==> src/rtl/websocket_frame_deframer_defines.svh <==
// Assertion macros for the frame deframer.
`ifndef WEBSOCKET_FRAME_DEFRAMER_DEFINES_SVH
`define WEBSOCKET_FRAME_DEFRAMER_DEFINES_SVH
`ifndef SYNTHESIS
// Immediate-implication property, checked at every clock edge out of reset.
`define WFD_ASSERT(label, clk, rst, prop, msg) \
   label: assert property (@(posedge clk) disable iff (rst) prop) else $error(msg);
// Condition in one cycle implies a property in the next.
`define WFD_ASSERT_NEXT(label, clk, rst, cond, prop, msg) \
   label: assert property (@(posedge clk) disable iff (rst) (cond) |=> (prop)) \
      else $error(msg);
`else
`define WFD_ASSERT(label, clk, rst, prop, msg)
`define WFD_ASSERT_NEXT(label, clk, rst, cond, prop, msg)
`endif
`endif

==> src/rtl/wfd_pkg.sv <==
`default_nettype none
package wfd_pkg;

   localparam int WFD_QUEUE_DEPTH = 4;

   localparam logic [6:0] LEN_EXT16   = 7'h7e;
   localparam logic [6:0] LEN_EXT64   = 7'h7f;
   localparam logic [3:0] EXT16_BYTES = 4'd2;
   localparam logic [3:0] EXT64_BYTES = 4'd8;
   localparam logic [1:0] KEY_LAST_POS = 2'd3;

   typedef enum logic [2:0] {
      PH_HDR1    = 3'd0,
      PH_HDR2    = 3'd1,
      PH_EXT     = 3'd2,
      PH_KEY     = 3'd3,
      PH_PAYLOAD = 3'd4,
      PH_DISCARD = 3'd5
   } phase_type;

   typedef enum logic [1:0] {
      ST_OK        = 2'd0,
      ST_UNMASKED  = 2'd1,
      ST_NONFINAL  = 2'd2,
      ST_TRUNCATED = 2'd3
   } status_type;

   typedef struct packed {
      logic [7:0] rx_byte;
      logic       chunk_end;
   } req_type;

   typedef struct packed {
      logic [7:0] payload_byte;
      logic [3:0] frame_opcode;
      logic       last_byte;
      logic       empty_frame;
      status_type status;
   } rsp_type;

   // Queued command from parser to output stage; unmasking happens downstream.
   typedef struct packed {
      logic [7:0] data;
      logic [7:0] key;
      logic [3:0] opcode;
      logic       last;
      logic       empty;
      status_type status;
   } cmd_type;

endpackage
`default_nettype wire

==> src/rtl/wfd_front.sv <==
`default_nettype none
`include "websocket_frame_deframer_defines.svh"
module wfd_front
   import wfd_pkg::*;
(
   input  wire logic    clock,
   input  wire logic    reset,
   input  wire logic    req_push,
   input  wire req_type req_data,
   input  wire logic    q_full,
   output logic         push_out,
   output cmd_type      cmd_out
);

   phase_type   phase_ff, phase_in;
   logic [3:0]  opcode_ff, opcode_in;
   logic [63:0] rem_ff, rem_in;
   logic [3:0]  ext_ff, ext_in;
   logic [31:0] key_ff, key_in;
   logic [1:0]  kpos_ff, kpos_in;

   logic       accept;
   logic [7:0] b;
   logic       chunk_end;
   logic [7:0] cur_key;

   assign accept    = req_push && !q_full;
   assign b         = req_data.rx_byte;
   assign chunk_end = req_data.chunk_end;
   // key byte 0 sits in the top byte
   assign cur_key   = key_ff[{~kpos_ff, 3'b000} +: 8];

   always_comb begin
      phase_in = phase_ff;
      if (accept) begin
         case (phase_ff)
            PH_HDR1: begin
               if (!b[7])
                  phase_in = chunk_end ? PH_HDR1 : PH_DISCARD;
               else if (chunk_end)
                  phase_in = PH_HDR1;
               else
                  phase_in = PH_HDR2;
            end
            PH_HDR2: begin
               if (!b[7])
                  phase_in = chunk_end ? PH_HDR1 : PH_DISCARD;
               else if (chunk_end)
                  phase_in = PH_HDR1;
               else if (b[6:0] == LEN_EXT16 || b[6:0] == LEN_EXT64)
                  phase_in = PH_EXT;
               else
                  phase_in = PH_KEY;
            end
            PH_EXT: begin
               if (chunk_end)
                  phase_in = PH_HDR1;
               else if (ext_ff == 4'd1)
                  phase_in = PH_KEY;
            end
            PH_KEY: begin
               if (kpos_ff != KEY_LAST_POS)
                  phase_in = chunk_end ? PH_HDR1 : PH_KEY;
               else if (rem_ff == 64'd0)
                  phase_in = chunk_end ? PH_HDR1 : PH_DISCARD;
               else
                  phase_in = chunk_end ? PH_HDR1 : PH_PAYLOAD;
            end
            PH_PAYLOAD: begin
               if (rem_ff == 64'd1)
                  phase_in = chunk_end ? PH_HDR1 : PH_DISCARD;
               else if (chunk_end)
                  phase_in = PH_HDR1;
            end
            default: begin
               if (chunk_end)
                  phase_in = PH_HDR1;
            end
         endcase
      end
   end

   always_comb begin
      opcode_in = opcode_ff;
      rem_in    = rem_ff;
      ext_in    = ext_ff;
      key_in    = key_ff;
      kpos_in   = kpos_ff;
      push_out  = 1'b0;
      cmd_out   = '0;
      if (accept) begin
         case (phase_ff)
            PH_HDR1: begin
               opcode_in = b[3:0];
               if (!b[7]) begin
                  push_out       = 1'b1;
                  cmd_out.last   = 1'b1;
                  cmd_out.status = ST_NONFINAL;
               end else if (chunk_end) begin
                  push_out       = 1'b1;
                  cmd_out.last   = 1'b1;
                  cmd_out.status = ST_TRUNCATED;
               end
            end
            PH_HDR2: begin
               if (!b[7]) begin
                  push_out       = 1'b1;
                  cmd_out.last   = 1'b1;
                  cmd_out.status = ST_UNMASKED;
               end else if (chunk_end) begin
                  push_out       = 1'b1;
                  cmd_out.last   = 1'b1;
                  cmd_out.status = ST_TRUNCATED;
               end else begin
                  kpos_in = 2'd0;
                  key_in  = 32'd0;
                  rem_in  = 64'd0;
                  if (b[6:0] == LEN_EXT16)
                     ext_in = EXT16_BYTES;
                  else if (b[6:0] == LEN_EXT64)
                     ext_in = EXT64_BYTES;
                  else
                     rem_in = {57'd0, b[6:0]};
               end
            end
            PH_EXT: begin
               if (chunk_end) begin
                  push_out       = 1'b1;
                  cmd_out.last   = 1'b1;
                  cmd_out.status = ST_TRUNCATED;
               end else begin
                  rem_in = {rem_ff[55:0], b};
                  ext_in = ext_ff - 4'd1;
               end
            end
            PH_KEY: begin
               key_in  = {key_ff[23:0], b};
               kpos_in = kpos_ff + 2'd1;
               if (kpos_ff == KEY_LAST_POS && rem_ff == 64'd0) begin
                  push_out       = 1'b1;
                  cmd_out.last   = 1'b1;
                  cmd_out.empty  = 1'b1;
                  cmd_out.status = ST_OK;
               end else if (chunk_end) begin
                  push_out       = 1'b1;
                  cmd_out.last   = 1'b1;
                  cmd_out.status = ST_TRUNCATED;
               end
            end
            PH_PAYLOAD: begin
               rem_in   = rem_ff - 64'd1;
               kpos_in  = kpos_ff + 2'd1;
               push_out = 1'b1;
               if (rem_ff == 64'd1) begin
                  cmd_out.data = b;
                  cmd_out.key  = cur_key;
                  cmd_out.last = 1'b1;
               end else if (chunk_end) begin
                  // drop the byte, report truncation
                  cmd_out.last   = 1'b1;
                  cmd_out.status = ST_TRUNCATED;
               end else begin
                  cmd_out.data = b;
                  cmd_out.key  = cur_key;
               end
            end
            default: begin
            end
         endcase
      end
      cmd_out.opcode = opcode_in;
   end

   always_ff @(posedge clock) begin
      if (reset) begin
         phase_ff  <= PH_HDR1;
         opcode_ff <= 4'd0;
         rem_ff    <= 64'd0;
         ext_ff    <= 4'd0;
         key_ff    <= 32'd0;
         kpos_ff   <= 2'd0;
      end else begin
         phase_ff  <= phase_in;
         opcode_ff <= opcode_in;
         rem_ff    <= rem_in;
         ext_ff    <= ext_in;
         key_ff    <= key_in;
         kpos_ff   <= kpos_in;
      end
   end

   `WFD_ASSERT(a_discard_silent, clock, reset, (accept && phase_ff == PH_DISCARD) |-> !push_out, "result pushed while discarding trailing bytes")
   `WFD_ASSERT(a_midframe_only_payload, clock, reset, (push_out && !cmd_out.last) |-> (phase_ff == PH_PAYLOAD), "non-final result outside payload phase")

endmodule
`default_nettype wire

==> src/rtl/wfd_queue.sv <==
`default_nettype none
`include "websocket_frame_deframer_defines.svh"
module wfd_queue
   import wfd_pkg::*;
#(
   parameter int DEPTH = WFD_QUEUE_DEPTH
) (
   input  wire logic    clock,
   input  wire logic    reset,
   input  wire logic    push,
   input  wire cmd_type push_data,
   input  wire logic    pop,
   output cmd_type      head,
   output logic         full,
   output logic         empty
);

   localparam int PTR_W = $clog2(DEPTH);
   localparam int CNT_W = $clog2(DEPTH + 1);

   cmd_type            entries_ff [DEPTH];
   logic [PTR_W-1:0]   wr_ptr_ff, wr_ptr_in;
   logic [PTR_W-1:0]   rd_ptr_ff, rd_ptr_in;
   logic [CNT_W-1:0]   count_ff, count_in;
   logic               do_push;

   assign full    = (count_ff == CNT_W'(DEPTH));
   assign empty   = (count_ff == '0);
   assign head    = entries_ff[rd_ptr_ff];
   assign do_push = push && !full;

   always_comb begin
      wr_ptr_in = wr_ptr_ff;
      rd_ptr_in = rd_ptr_ff;
      count_in  = count_ff;
      if (do_push)
         wr_ptr_in = (wr_ptr_ff == PTR_W'(DEPTH - 1)) ? '0 : wr_ptr_ff + 1'b1;
      if (pop)
         rd_ptr_in = (rd_ptr_ff == PTR_W'(DEPTH - 1)) ? '0 : rd_ptr_ff + 1'b1;
      if (do_push && !pop)
         count_in = count_ff + 1'b1;
      else if (pop && !do_push)
         count_in = count_ff - 1'b1;
   end

   always_ff @(posedge clock) begin
      if (do_push)
         entries_ff[wr_ptr_ff] <= push_data;
   end

   always_ff @(posedge clock) begin
      if (reset) begin
         wr_ptr_ff <= '0;
         rd_ptr_ff <= '0;
         count_ff  <= '0;
      end else begin
         wr_ptr_ff <= wr_ptr_in;
         rd_ptr_ff <= rd_ptr_in;
         count_ff  <= count_in;
      end
   end

   `WFD_ASSERT(a_no_overflow, clock, reset, push |-> !full, "push into full queue")
   `WFD_ASSERT(a_no_underflow, clock, reset, pop |-> !empty, "pop from empty queue")

endmodule
`default_nettype wire

==> src/rtl/wfd_back.sv <==
`default_nettype none
`include "websocket_frame_deframer_defines.svh"
module wfd_back
   import wfd_pkg::*;
(
   input  wire logic    clock,
   input  wire logic    reset,
   input  wire cmd_type q_head,
   input  wire logic    q_empty,
   output logic         q_pop,
   input  wire logic    rsp_pop,
   output logic         rsp_empty,
   output rsp_type      rsp_data
);

   logic    valid_ff, valid_in;
   rsp_type data_ff, data_in;

   // refill the output register whenever it is free or being drained
   assign q_pop = !q_empty && (!valid_ff || rsp_pop);

   always_comb begin
      data_in              = data_ff;
      valid_in             = valid_ff && !rsp_pop;
      if (q_pop) begin
         valid_in             = 1'b1;
         data_in.payload_byte = q_head.data ^ q_head.key;
         data_in.frame_opcode = q_head.opcode;
         data_in.last_byte    = q_head.last;
         data_in.empty_frame  = q_head.empty;
         data_in.status       = q_head.status;
      end
   end

   always_ff @(posedge clock) begin
      if (reset)
         valid_ff <= 1'b0;
      else
         valid_ff <= valid_in;
   end

   always_ff @(posedge clock) begin
      data_ff <= data_in;
   end

   assign rsp_empty = !valid_ff;
   assign rsp_data  = data_ff;

   `WFD_ASSERT_NEXT(a_fill_when_idle, clock, reset, (!valid_ff && !q_empty), valid_ff, "output stage did not load a waiting result")

endmodule
`default_nettype wire

==> src/rtl/websocket_frame_deframer.sv <==
// A result reaches rsp_data through the command queue and then the output register.
// Throughput: one byte per cycle while req_full is low; the header parser handles every accepted byte.
// Output side stalls are absorbed by a QUEUE_DEPTH-entry command queue plus the
// output register; req_full rises only when both are occupied.
// Reset (synchronous, active high) returns the parser to the first header byte,
// clears all frame state and empties the queue and output register.
`default_nettype none
module websocket_frame_deframer
   import wfd_pkg::*;
#(
   parameter int QUEUE_DEPTH = WFD_QUEUE_DEPTH
) (
   input  wire logic    clock,
   input  wire logic    reset,
   // input channel: one received byte per transaction
   input  wire logic    req_push,
   output logic         req_full,
   input  wire req_type req_data,
   // result channel: at most one result per accepted byte
   output logic         rsp_empty,
   input  wire logic    rsp_pop,
   output rsp_type      rsp_data
);

   cmd_type front_cmd;
   logic    front_push;
   cmd_type q_head;
   logic    q_full;
   logic    q_empty;
   logic    q_pop;

   // Parse header, extended length and mask key; turn each payload byte,
   // empty frame or error into one queued command.
   wfd_front u_front (
      .clock    (clock),
      .reset    (reset),
      .req_push (req_push),
      .req_data (req_data),
      .q_full   (q_full),
      .push_out (front_push),
      .cmd_out  (front_cmd)
   );

   // Decouple the parser from output stalls.
   wfd_queue #(
      .DEPTH (QUEUE_DEPTH)
   ) u_queue (
      .clock     (clock),
      .reset     (reset),
      .push      (front_push),
      .push_data (front_cmd),
      .pop       (q_pop),
      .head      (q_head),
      .full      (q_full),
      .empty     (q_empty)
   );

   // Unmask the data byte and hold the result until it is taken.
   wfd_back u_back (
      .clock     (clock),
      .reset     (reset),
      .q_head    (q_head),
      .q_empty   (q_empty),
      .q_pop     (q_pop),
      .rsp_pop   (rsp_pop),
      .rsp_empty (rsp_empty),
      .rsp_data  (rsp_data)
   );

   // Refuse new bytes only while the queue has no room.
   assign req_full = q_full;

endmodule
`default_nettype wire

==> config.mk <==
export PLATFORM = sky130hd
export DESIGN_NAME = websocket_frame_deframer
export DESIGN_NICKNAME = d
export VERILOG_FILES = /design/src/rtl/wfd_pkg.sv /design/src/rtl/wfd_front.sv /design/src/rtl/wfd_queue.sv /design/src/rtl/wfd_back.sv /design/src/rtl/websocket_frame_deframer.sv
export VERILOG_INCLUDE_DIRS = /design/src /design/src/rtl
export SDC_FILE = /design/constraint.sdc
export NUM_CORES = 1
export LEC_CHECK = 0
export BUFFER_PORTS_ARGS = -buffer_cell sky130_fd_sc_hd__buf_2
export CORE_MARGIN = 2
export CORE_UTILIZATION = 50
export CTS_CLUSTER_SIZE = 14
export DETAILED_ROUTE_END_ITERATION = 12
export GPL_ROUTABILITY_DRIVEN = 0
export PLACE_DENSITY = 0.77
export SETUP_SLACK_MARGIN = 0.1
export SLEW_MARGIN = 20
export SYNTH_ARGS = -nofsm -noshare
export SYNTH_HDL_FRONTEND = slang
export SYNTH_SLANG_ARGS = --single-unit
==> constraint.sdc <==
create_clock -name clock -period 10.35 [get_ports clock]
set_clock_uncertainty 0.05 [all_clocks]
set_input_delay 1.035 -clock clock [delete_from_list [all_inputs] [get_ports clock]]
set_output_delay 1.035 -clock clock [all_outputs]
set_load 0.01 [all_outputs]
==> flow_summary.json, run 1 <==
{
  "stdcell_count": 1370,
  "cp-endpoint": "u_queue.count_ff[2]$_SDFFE_PP0P_",
  "clk_root_buf": "clkbuf_16",
  "firstDrtPassIters": 5,
  "path_class": "register to register",
  "maxSlewHeadroom_pct": 27.56,
  "yosys_register_bits": 231,
  "hpwlAfterDp_um": 17520,
  "wl_per_cell_um": 20.39,
  "worst_path_most_repeated_cell": "inv_1",
  "max_freq_mhz": 266.3,
  "dieWidth_um": 155.1,
  "initial_drt_markers": 1078,
  "place_inst": 1326,
  "worst_setup_path_start_kind": "register",
  "netlist.area_leader.share_pct": 29.47,
  "post-route-min-period_ns": 3.756,
  "placement_rows": 55,
  "numClockSinks": 231,
  "critPathTopFamily": "simple AND/OR/NAND/NOR gates",
  "critical_path.n_buffers_inverters": 2,
  "crit_arrival_ns": 4.15,
  "worst-r2r-cell-count": 11,
  "synth_area_leaders": "edfxtp_1 (29%), dfxtp_1 (21%), mux4_2 (4.7%)",
  "ctsHoldBuffers": 0,
  "report.final.slew_viol_count": 0,
  "synthToLayoutAreaGrowth_pct": 9.770,
  "power.density_cell_area_nw_per_um2": 210.5,
  "antenna_left": 0,
  "number_of_instances_in_the_synthesized_netlist": 1074,
  "final_report_hold_violation_count": 0,
  "slack_of_the_worst_reg_to_reg_path_ns": 6.59,
  "via_count_of_the_first_global_routing_pass": 8583,
  "largest_incremental_delay_on_the_critical_path_ns": 0.62,
  "met3_grt_util_pct": 3.593,
  "critical_path.cell_chain": "nor4_2 -> nand4_1 -> nor4_4 -> a31oi_4 -> inv_1 -> ha_1 -> inv_1 -> fa_1 -> xor2_1 -> or3_1 -> a21oi_1",
  "cts-buffers-inserted": 25,
  "io_pins": 31,
  "post_route_cells_drive_above_1_share_pct": 14.94,
  "grt_setup_unrepaired": "false",
  "synth-edff-count": 112,
  "critical_path.endpoint_type": "register",
  "max_cap_viol_count": 0,
  "run_status": "finished, final reports clean",
  "die_area_um2": 24050,
  "drc": 0,
  "reg2reg_to": "u_queue.count_ff[2]$_SDFFE_PP0P_",
  "busiest_layer": "met2",
  "grt.met2_usage_pct": 37.35,
  "leakage_uw": 0.004292,
  "grt_max_degree": 81,
  "post_synth_cell_types": 80,
  "portBuffers": 30,
  "die_y_um": 155.1,
  "postCtsSetupBuffers": 0,
  "fin_nets": 1094,
  "insertion_delay_ns": 0.53,
  "finalHoldWorstSlack_ns": 0.4381,
  "syn_area_per_cell_um2": 10.62,
  "final_core_util_pct": 55.66,
  "synth.cell_area_um2": 11410,
  "worst_ir_drop_vdd_mv": 0.1276,
  "critical_path_required_ns": 10.75,
  "seq_area_frac_synth_pct": 50.35,
  "setup_viol_count_final": 0,
  "critical-path-slowest-cell": "nor4_4",
  "antenna_found_initial": 1,
  "avgViaCountPerCell": 6.647,
  "final_routed_wirelength_um": 27940,
  "path_max_fanout": 12,
  "cts.repair.resized": 0,
  "wire_length_of_the_first_global_routing_pass_um": 45280,
  "hold_path_class": "register to register",
  "worst-path-stages": 11,
  "grt_util_met1_pct": 31.89,
  "dr_total_vias": 9106,
  "initial_core_util_pct": 50.71,
  "htree_num_levels": 1,
  "grt-ovfl-total": 0,
  "postSynth.asyncResetShare_pct": 0,
  "tightest_slew_ns": 1.084,
  "grtUsageTotal_pct": 23.09,
  "critical_path.startpoint": "u_front.rem_ff[46]$_SDFFE_PP0P_",
  "postSynth.topFlopCell": "dfxtp_1",
  "cell_type_contributing_the_most_total_cell_area_after_synthesis": "edfxtp_1",
  "ys_warn_count": 0,
  "clkSlewWorstSetupHoldPaths_ns": 0.06,
  "setup_total_negative_slack_ns": 0,
  "r2r_path_start": "u_front.rem_ff[46]$_SDFFE_PP0P_",
  "cts_tree": "yes",
  "design.core.area_um2": 22500,
  "clock_path_buffers": 3,
  "post_synthesis_net_count": 1100,
  "final.period_utilization_pct": 36.29
}
## worst min path at each step
stage / cells past startpoint / slack [ns] / startpoint / endpoint
detailed placement: 2 / 0.43 / u_back.valid_ff$_SDFF_PP0_ / u_back.valid_ff$_SDFF_PP0_
CTS: 2 / 0.44 / u_back.valid_ff$_SDFF_PP0_ / u_back.valid_ff$_SDFF_PP0_
finish: 2 / 0.44 / u_back.valid_ff$_SDFF_PP0_ / u_back.valid_ff$_SDFF_PP0_
global placement: 2 / 0.42 / u_back.valid_ff$_SDFF_PP0_ / u_back.valid_ff$_SDFF_PP0_
global route: 2 / 0.47 / u_back.valid_ff$_SDFF_PP0_ / u_back.valid_ff$_SDFF_PP0_
floorplan: 2 / 0.40 / u_back.valid_ff$_SDFF_PP0_ / u_back.valid_ff$_SDFF_PP0_
## layout make-up
| cell class | instances | area, um2 |
|---|---|---|
| Tap cell | 285 | 356.6 |
| Timing Repair Buffer | 45 | 265.3 |
| Sequential cell | 231 | 5746 |
| Antenna cell | 1 | 2.502 |
| Clock buffer | 38 | 704.4 |
| Fill cell | 1833 | 9977 |
| Clock inverter | 5 | 66.31 |
| Multi-Input combinational cell | 737 | 5280 |
| Inverter | 28 | 105.1 |
## cell usage after synthesis, types with 7 or more instances
cell type  number
nor3b_2        10
nor2_1         94
o32ai_1         8
or3_1          10
mux4_2         24
a21boi_0        9
a21oi_1        47
or4_1          11
nand3_1        27
xor2_1         36
inv_1          28
o221ai_1        8
nand4_1        30
o211ai_1       21
nor4_1         16
nand2_1        63
a22oi_1        42
a211oi_1        8
buf_1           7
a32oi_1        11
edfxtp_1      112
ha_1           12
nor3_1         46
o21ai_0        44
dfxtp_1       119
nor3b_1        12
a31oi_1        14
o31ai_1         7
clkbuf_1       64
## metal layers
layer,vias to the layer above,routed length (um)
met5,-,0
li1,4149,-
met4,0,725
met1,4366,11380
met3,76,2603
met2,515,13230
## report_power, final
group          switching [uW]  leakage, uW  internal, uW
clock network             351     0.000371           494
logic                     418      0.00190           243
registers                58.6      0.00202          1070
total                     828      0.00429          1810
## cells by family after synthesis
group                      Yosys count  synth area share (%)
AOI/OAI and AO/OA                  275                 17.17
buffers and inverters              106                 3.882
xor gates and xnor gates            37                 2.840
muxes                               34                 5.702
DFF                                231                 50.35
and+or+nand+nor                    378                 18.56
adders and majority gates           13                 1.491
## layout by cell type, fill, tap and decap left out, types with 30 or more instances in the layout
cell / count
a21oi_1: 46
o21ai_0: 44
nor2_1: 93
a22oi_1: 42
nand4_1: 30
nor3_1: 45
xor2_1: 36
nand2_1: 62
edfxtp_1: 112
dfxtp_1: 119
## registers in the layout (all words and copies together) (netlist names), named ones only
| register | cells |
|---|---|
| u_back.rsp_data | 16 |
| u_back.valid_ff | 1 |
| u_front.ext_ff | 4 |
| u_front.key_ff | 32 |
| u_front.kpos_ff | 2 |
| u_front.opcode_ff | 4 |
| u_front.phase_ff | 3 |
| u_front.rem_ff | 64 |
| u_queue.count_ff | 3 |
| u_queue.entries_ff | 96 |
| u_queue.rd_ptr_ff | 2 |
| u_queue.wr_ptr_ff | 2 |
## tightest hold or removal path: stages (launching register included)
cell     delay [ns]
dfxtp_1        0.33
nand2_1        0.06
a21oi_1        0.05
## per-stage QoR
step / worst slack, ns / power [uW] / cell area, um2
after floorplan: 6.761 / 1611 / 11410
after global placement: 6.605 / 1778 / 11740
after detailed placement: 6.539 / 1797 / 11740
after CTS: 6.624 / 2640 / 12510
after global routing: 6.277 / 2757 / 12530
final: 6.594 / 2637 / 12530
No activity file was read; power rests on OpenSTA's default activity.
==> run 2, diff against run 1 <==
Settings changed: PLACE_DENSITY 0.77 to 0.8.
Clock period 10.35 ns to 3.4 ns, I/O delays scaled along.
==> flow_summary.json, run 2 (synthesized netlist as in run 1, its figures left out) <==
{
  "cts-buffers-inserted": 25,
  "clkSlewWorstSetupHoldPaths_ns": 0.06,
  "die_area_um2": 24050,
  "worst_ir_drop_vdd_mv": 0.4789,
  "max_cap_viol_count": 0,
  "path_class": "register to register",
  "design.core.area_um2": 22500,
  "sequentialPowerShare_pct": 40.4,
  "met3_grt_util_pct": 3.538,
  "layout.cells.most_common_list": "dfxtp_1 (117), edfxtp_1 (112), nor2_1 (93)",
  "antenna_cells_inserted": 0,
  "final_report_hold_violation_count": 0,
  "leakage_uw": 0.004504,
  "power.net_switching_uw": 2643,
  "critical_path.endpoint_type": "register",
  "dpl_cell_area_um2": 12020,
  "crit_arrival_ns": 3.66,
  "avgViaCountPerCell": 6.537,
  "top_regs": "u_queue.entries_ff x96, u_front.rem_ff x64, u_front.key_ff x32",
  "report.final.slew_viol_count": 0,
  "die_y_um": 155.1,
  "grt-ovfl-total": 0,
  "hold_path_class": "input pin to register",
  "initial_drt_markers": 933,
  "ctsHoldBuffers": 0,
  "final_routed_wirelength_um": 29080,
  "grt_util_met1_pct": 30.89,
  "clk_root_buf": "clkbuf_16",
  "cts_tree": "yes",
  "critical_path.cell_chain": "or4_4 -> or4_4 -> nor4_4 -> a31oi_4 -> inv_1 -> ha_2 -> inv_1 -> fa_2 -> xor2_1 -> or3_1 -> a21oi_2",
  "htree_num_levels": 1,
  "antenna_found_initial": 0,
  "worst_setup_path_start_kind": "register",
  "busiest_layer": "met2",
  "firstDrtPassIters": 5,
  "setup_viol_count_final": 0,
  "place_worst_setup_slack_ns": 0.1147,
  "final_common_cell": "dfxtp_1",
  "via_count_of_the_first_global_routing_pass": 8973,
  "total_power_uw": 8494,
  "grt_max_degree": 55,
  "numClockSinks": 231,
  "io_pins": 31,
  "cellInternalPower_uw": 5851,
  "dieWidth_um": 155.1,
  "wire_length_of_the_first_global_routing_pass_um": 46680,
  "drc": 0,
  "max_freq_mhz": 307.7,
  "worst_setup_margin_ns": 0.1502,
  "post-route-min-period_ns": 3.250,
  "maxSlewHeadroom_pct": 26.58,
  "synthToLayoutAreaGrowth_pct": 12.88,
  "critical_path_required_ns": 3.81,
  "p_sw_share_pct": 31.11,
  "dr_total_vias": 9198,
  "post_route_cells_drive_above_1_share_pct": 18.00,
  "placement_rows": 55,
  "max_flop_register": "u_queue.entries_ff",
  "clock_path_buffers": 3,
  "grt_setup_unrepaired": "true",
  "portBuffers": 30,
  "fin_area_um2": 12880,
  "fin_nets": 1129,
  "insertion_delay_ns": 0.54,
  "final.period_utilization_pct": 95.58,
  "largest_incremental_delay_on_the_critical_path_ns": 0.56,
  "power.density_cell_area_nw_per_um2": 659.4,
  "grtUsageTotal_pct": 23.87,
  "grt.met2_usage_pct": 41.08,
  "critical-path-slowest-cell": "or4_4",
  "power.clock.fraction_pct": 33.2,
  "finalHoldWorstSlack_ns": 0.06723,
  "tightest_slew_ns": 1.101,
  "wl_per_cell_um": 20.67,
  "antenna_left": 0,
  "hpwlAfterDp_um": 18510,
  "final_core_util_pct": 57.24,
  "path_max_fanout": 8,
  "number_of_flip_flops_in_the_largest_register": 96,
  "power.share.combinational_pct": 26.4,
  "run_status": "finished, final reports clean",
  "initial_core_util_pct": 50.71
}
## run 2: what timing repair did
action | CTS | global route
pin swaps | 1 | 1
setup endpoints to repair | 1 | 1
resized for setup | 0 | 5
buffers inserted | 0 | 0
## run 2: worst max-delay path, delay by kind of cell, from the launching register on
kind / cells / cell delay (ns)
and+or+nand+nor: 4 / 1.70
adders and majority gates: 2 / 0.51
xor gates and xnor gates: 1 / 0.15
DFF: 1 / 0.36
buffers and inverters: 2 / 0.14
AOI/OAI and AO/OA: 2 / 0.27
## run 2: stage by stage
step	setup TNS (ns)	instances
floorplan	-14.05	1074
global placement	0	1361
detailed placement	0	1361
CTS	0	1407
global route	0	1407
finish	0	1407
## run 2: power by group through the flow
| stage | combinational (uW) | sequential (uW) | clock [uW] |
|---|---|---|---|
| after global routing | 2410 | 3460 | 2970 |
| after floorplan | 1420 | 3480 | 0 |
| after global placement | 2130 | 3480 | 0 |
| after CTS | 2200 | 3440 | 2850 |
| final | 2240 | 3440 | 2820 |
| after detailed placement | 2180 | 3490 | 0 |
## run 2: routing by layer
metal	share of wire, %	wire length, um
met5	0	0
met2	49	14260
met4	2.9	835
met1	40	11710
met3	7.8	2269
## run 2: cell type report
class / count / area, um2
inverters: 28 / 105.1
repair buffers: 80 / 553.0
well taps: 285 / 356.6
multi-input cells: 737 / 5264
clock buffers: 32 / 671.9
flip-flops and latches: 231 / 5748
clock inverters: 14 / 182.7
fillers: 1769 / 9622
## run 2: worst paths after layout
check / cells past startpoint / to / startpoint / slack (ns)
worst max-delay path: 11 / u_queue.count_ff[2]$_SDFFE_PP0P_ / u_front.rem_ff[57]$_SDFFE_PP0P_ / 0.15
worst min-delay path: 4 / u_back.valid_ff$_SDFF_PP0_ / rsp_pop / 0.07
worst max register to register: 11 / u_queue.count_ff[2]$_SDFFE_PP0P_ / u_front.rem_ff[57]$_SDFFE_PP0P_ / 0.15
worst min register to register: 2 / u_back.valid_ff$_SDFF_PP0_ / u_back.valid_ff$_SDFF_PP0_ / 0.44
==> run 3, diff against run 2 <==
Settings changed: CORE_ASPECT_RATIO set to 1.1.
==> flow_summary.json, run 3 (synthesized netlist as in run 1, its figures left out) <==
{
  "maxSlewHeadroom_pct": 32.30,
  "cellInternalPower_uw": 5457,
  "antenna_cells_inserted": 0,
  "final.period_utilization_pct": 95.77,
  "worst-path-stages": 11,
  "path_max_fanout": 8,
  "design.core.area_um2": 22250,
  "critical_path.startpoint": "u_front.rem_ff[57]$_SDFFE_PP0P_",
  "wire_length_of_the_first_global_routing_pass_um": 46380,
  "die_y_um": 162.4,
  "die_area_um2": 24050,
  "grt_max_degree": 66,
  "initial_core_util_pct": 51.28,
  "worst_ir_drop_vdd_mv": 0.4001,
  "slack_of_the_worst_reg_to_reg_path_ns": 0.14,
  "critical_path_required_ns": 3.80,
  "hpwlAfterDp_um": 18920,
  "portBuffers": 30,
  "power.net_switching_uw": 2615,
  "initial_drt_markers": 881,
  "final_report_hold_violation_count": 0,
  "top_regs": "u_queue.entries_ff x96, u_front.rem_ff x64, u_front.key_ff x32",
  "path_class": "register to register",
  "critical_path.cell_chain": "or4_4 -> or4_4 -> nor4_4 -> a31oi_4 -> inv_1 -> ha_2 -> inv_1 -> fa_2 -> xor2_1 -> or3_1 -> a21oi_2",
  "total_power_uw": 8072,
  "r2r_path_start": "u_front.rem_ff[57]$_SDFFE_PP0P_",
  "tightest_slew_ns": 1.015,
  "hold_path_class": "input pin to register",
  "wl_per_cell_um": 20.21,
  "final_routed_wirelength_um": 28790,
  "fin_nets": 1139,
  "clkSlewWorstSetupHoldPaths_ns": 0.06,
  "clock_path_buffers": 3,
  "p_sw_share_pct": 32.40,
  "antenna_left": 0,
  "final_core_util_pct": 57.60,
  "grtUsageTotal_pct": 23.65,
  "ctsHoldBuffers": 0,
  "power.share.combinational_pct": 27.8,
  "postCtsSetupBuffers": 0,
  "post_route_cells_drive_above_1_share_pct": 18.58,
  "critical_path.endpoint_type": "register",
  "post-route-min-period_ns": 3.256,
  "report.final.slew_viol_count": 0,
  "max_flop_register": "u_queue.entries_ff",
  "antenna_found_initial": 0,
  "leakage_uw": 0.004478,
  "worst_setup_path_start_kind": "register",
  "critical-path-slowest-cell": "or4_4",
  "clk_root_buf": "clkbuf_16",
  "worst-r2r-cell-count": 11,
  "insertion_delay_ns": 0.54,
  "largest_incremental_delay_on_the_critical_path_ns": 0.56,
  "cts-buffers-inserted": 24,
  "cts_tree": "yes",
  "number_of_flip_flops_in_the_largest_register": 96,
  "drc": 0,
  "synthToLayoutAreaGrowth_pct": 12.32,
  "final_common_cell": "dfxtp_1",
  "firstDrtPassIters": 5,
  "dr_total_vias": 9242,
  "grt-ovfl-total": 0,
  "numClockSinks": 231,
  "max_cap_viol_count": 0,
  "dieWidth_um": 148.0,
  "setup_total_negative_slack_ns": 0,
  "n_fill_cell": 1850,
  "via_count_of_the_first_global_routing_pass": 9101,
  "stdcell_count": 1425,
  "layout.cells.most_common_list": "dfxtp_1 (117), edfxtp_1 (112), nor2_1 (93)",
  "io_pins": 31,
  "critical_path.n_buffers_inverters": 2,
  "avgViaCountPerCell": 6.486,
  "power.density_cell_area_nw_per_um2": 629.8,
  "place_inst": 1382,
  "critPathTopFamily": "simple AND/OR/NAND/NOR gates",
  "sequentialPowerShare_pct": 42.4,
  "power.clock.fraction_pct": 29.8,
  "setup_viol_count_final": 0,
  "reg2reg_to": "u_queue.count_ff[2]$_SDFFE_PP0P_",
  "htree_num_levels": 1,
  "max_freq_mhz": 307.1,
  "grt_setup_unrepaired": "true",
  "min_delay_path_depth": 4,
  "cp-endpoint": "u_queue.count_ff[2]$_SDFFE_PP0P_",
  "crit_arrival_ns": 3.66,
  "placement_rows": 57,
  "run_status": "finished, final reports clean",
  "finalHoldWorstSlack_ns": 0.03723
}
run 3: changes by cell type in the layout (fill, tap and decap cells not counted), sizes merged:
cell	previous run	this run
buf	80	91
bufinv	4	0
clkbuf	32	30
clkinv	9	10
clkinvlp	0	2
run 3: final cells by class:
type | instances | area [um2] | share of cell area (%)
Clock buffer | 30 | 623.1 | 4.861
Clock inverter | 13 | 97.59 | 0.7614
Inverter | 28 | 105.1 | 0.8200
Multi-Input combinational cell | 737 | 5264 | 41.07
Sequential cell | 231 | 5748 | 44.85
Tap cell | 295 | 369.1 | 2.880
Timing Repair Buffer | 91 | 610.6 | 4.764
run 3: per-layer routing:
layer  vias to the layer above  GRT usage, %  part of all wire, %  wire length, um
li1                       4242             -                    -                -
met1                      4453         29.51                   39            11370
met2                       459         41.54                   50            14530
met3                        88         3.081                  6.6             1902
met4                         0         9.697                  3.4              987
met5                         -             0                    0                0
run 3: power by group through the flow:
stage | registers (uW) | logic, uW | clock network [uW]
final | 3420 | 2240 | 2410
after floorplan | 3480 | 1420 | 0
after detailed placement | 3480 | 2180 | 0
after global placement | 3470 | 2140 | 0
after CTS | 3430 | 2200 | 2440
after global routing | 3450 | 2400 | 2550
run 3: worst min path at each step:
stage / startpoint / slack (ns) / to
final: rsp_pop / 0.04 / u_back.valid_ff$_SDFF_PP0_
after global placement: u_back.valid_ff$_SDFF_PP0_ / 0.42 / u_back.valid_ff$_SDFF_PP0_
after detailed placement: u_back.valid_ff$_SDFF_PP0_ / 0.43 / u_back.valid_ff$_SDFF_PP0_
after CTS: rsp_pop / 0.02 / u_back.valid_ff$_SDFF_PP0_
after global routing: rsp_pop / 0.06 / u_back.valid_ff$_SDFF_PP0_
after floorplan: u_back.valid_ff$_SDFF_PP0_ / 0.40 / u_back.valid_ff$_SDFF_PP0_
run 3: through the flow:
step / area (um2) / setup slack [ns]
global placement: 12090 / 0.2491
detailed placement: 12090 / 0.1678
floorplan: 11410 / -0.1464
CTS: 12810 / 0.1385
global route: 12820 / 0.03409
finish: 12820 / 0.1440
run 3: repair_timing:
action / in CTS / in global routing
endpoints found under the setup margin: 0 / 1
endpoints found under the hold margin: 0 / 0
resized for setup: 0 / 5
run 3: worst register-to-register path, stage by stage, from the launching register on:
cell	delay (ns)
dfxtp_2	0.36
or4_4	0.56
or4_4	0.46
nor4_4	0.34
a31oi_4	0.12
inv_1	0.08
ha_2	0.18
inv_1	0.06
fa_2	0.34
xor2_1	0.15
or3_1	0.34
a21oi_2	0.15
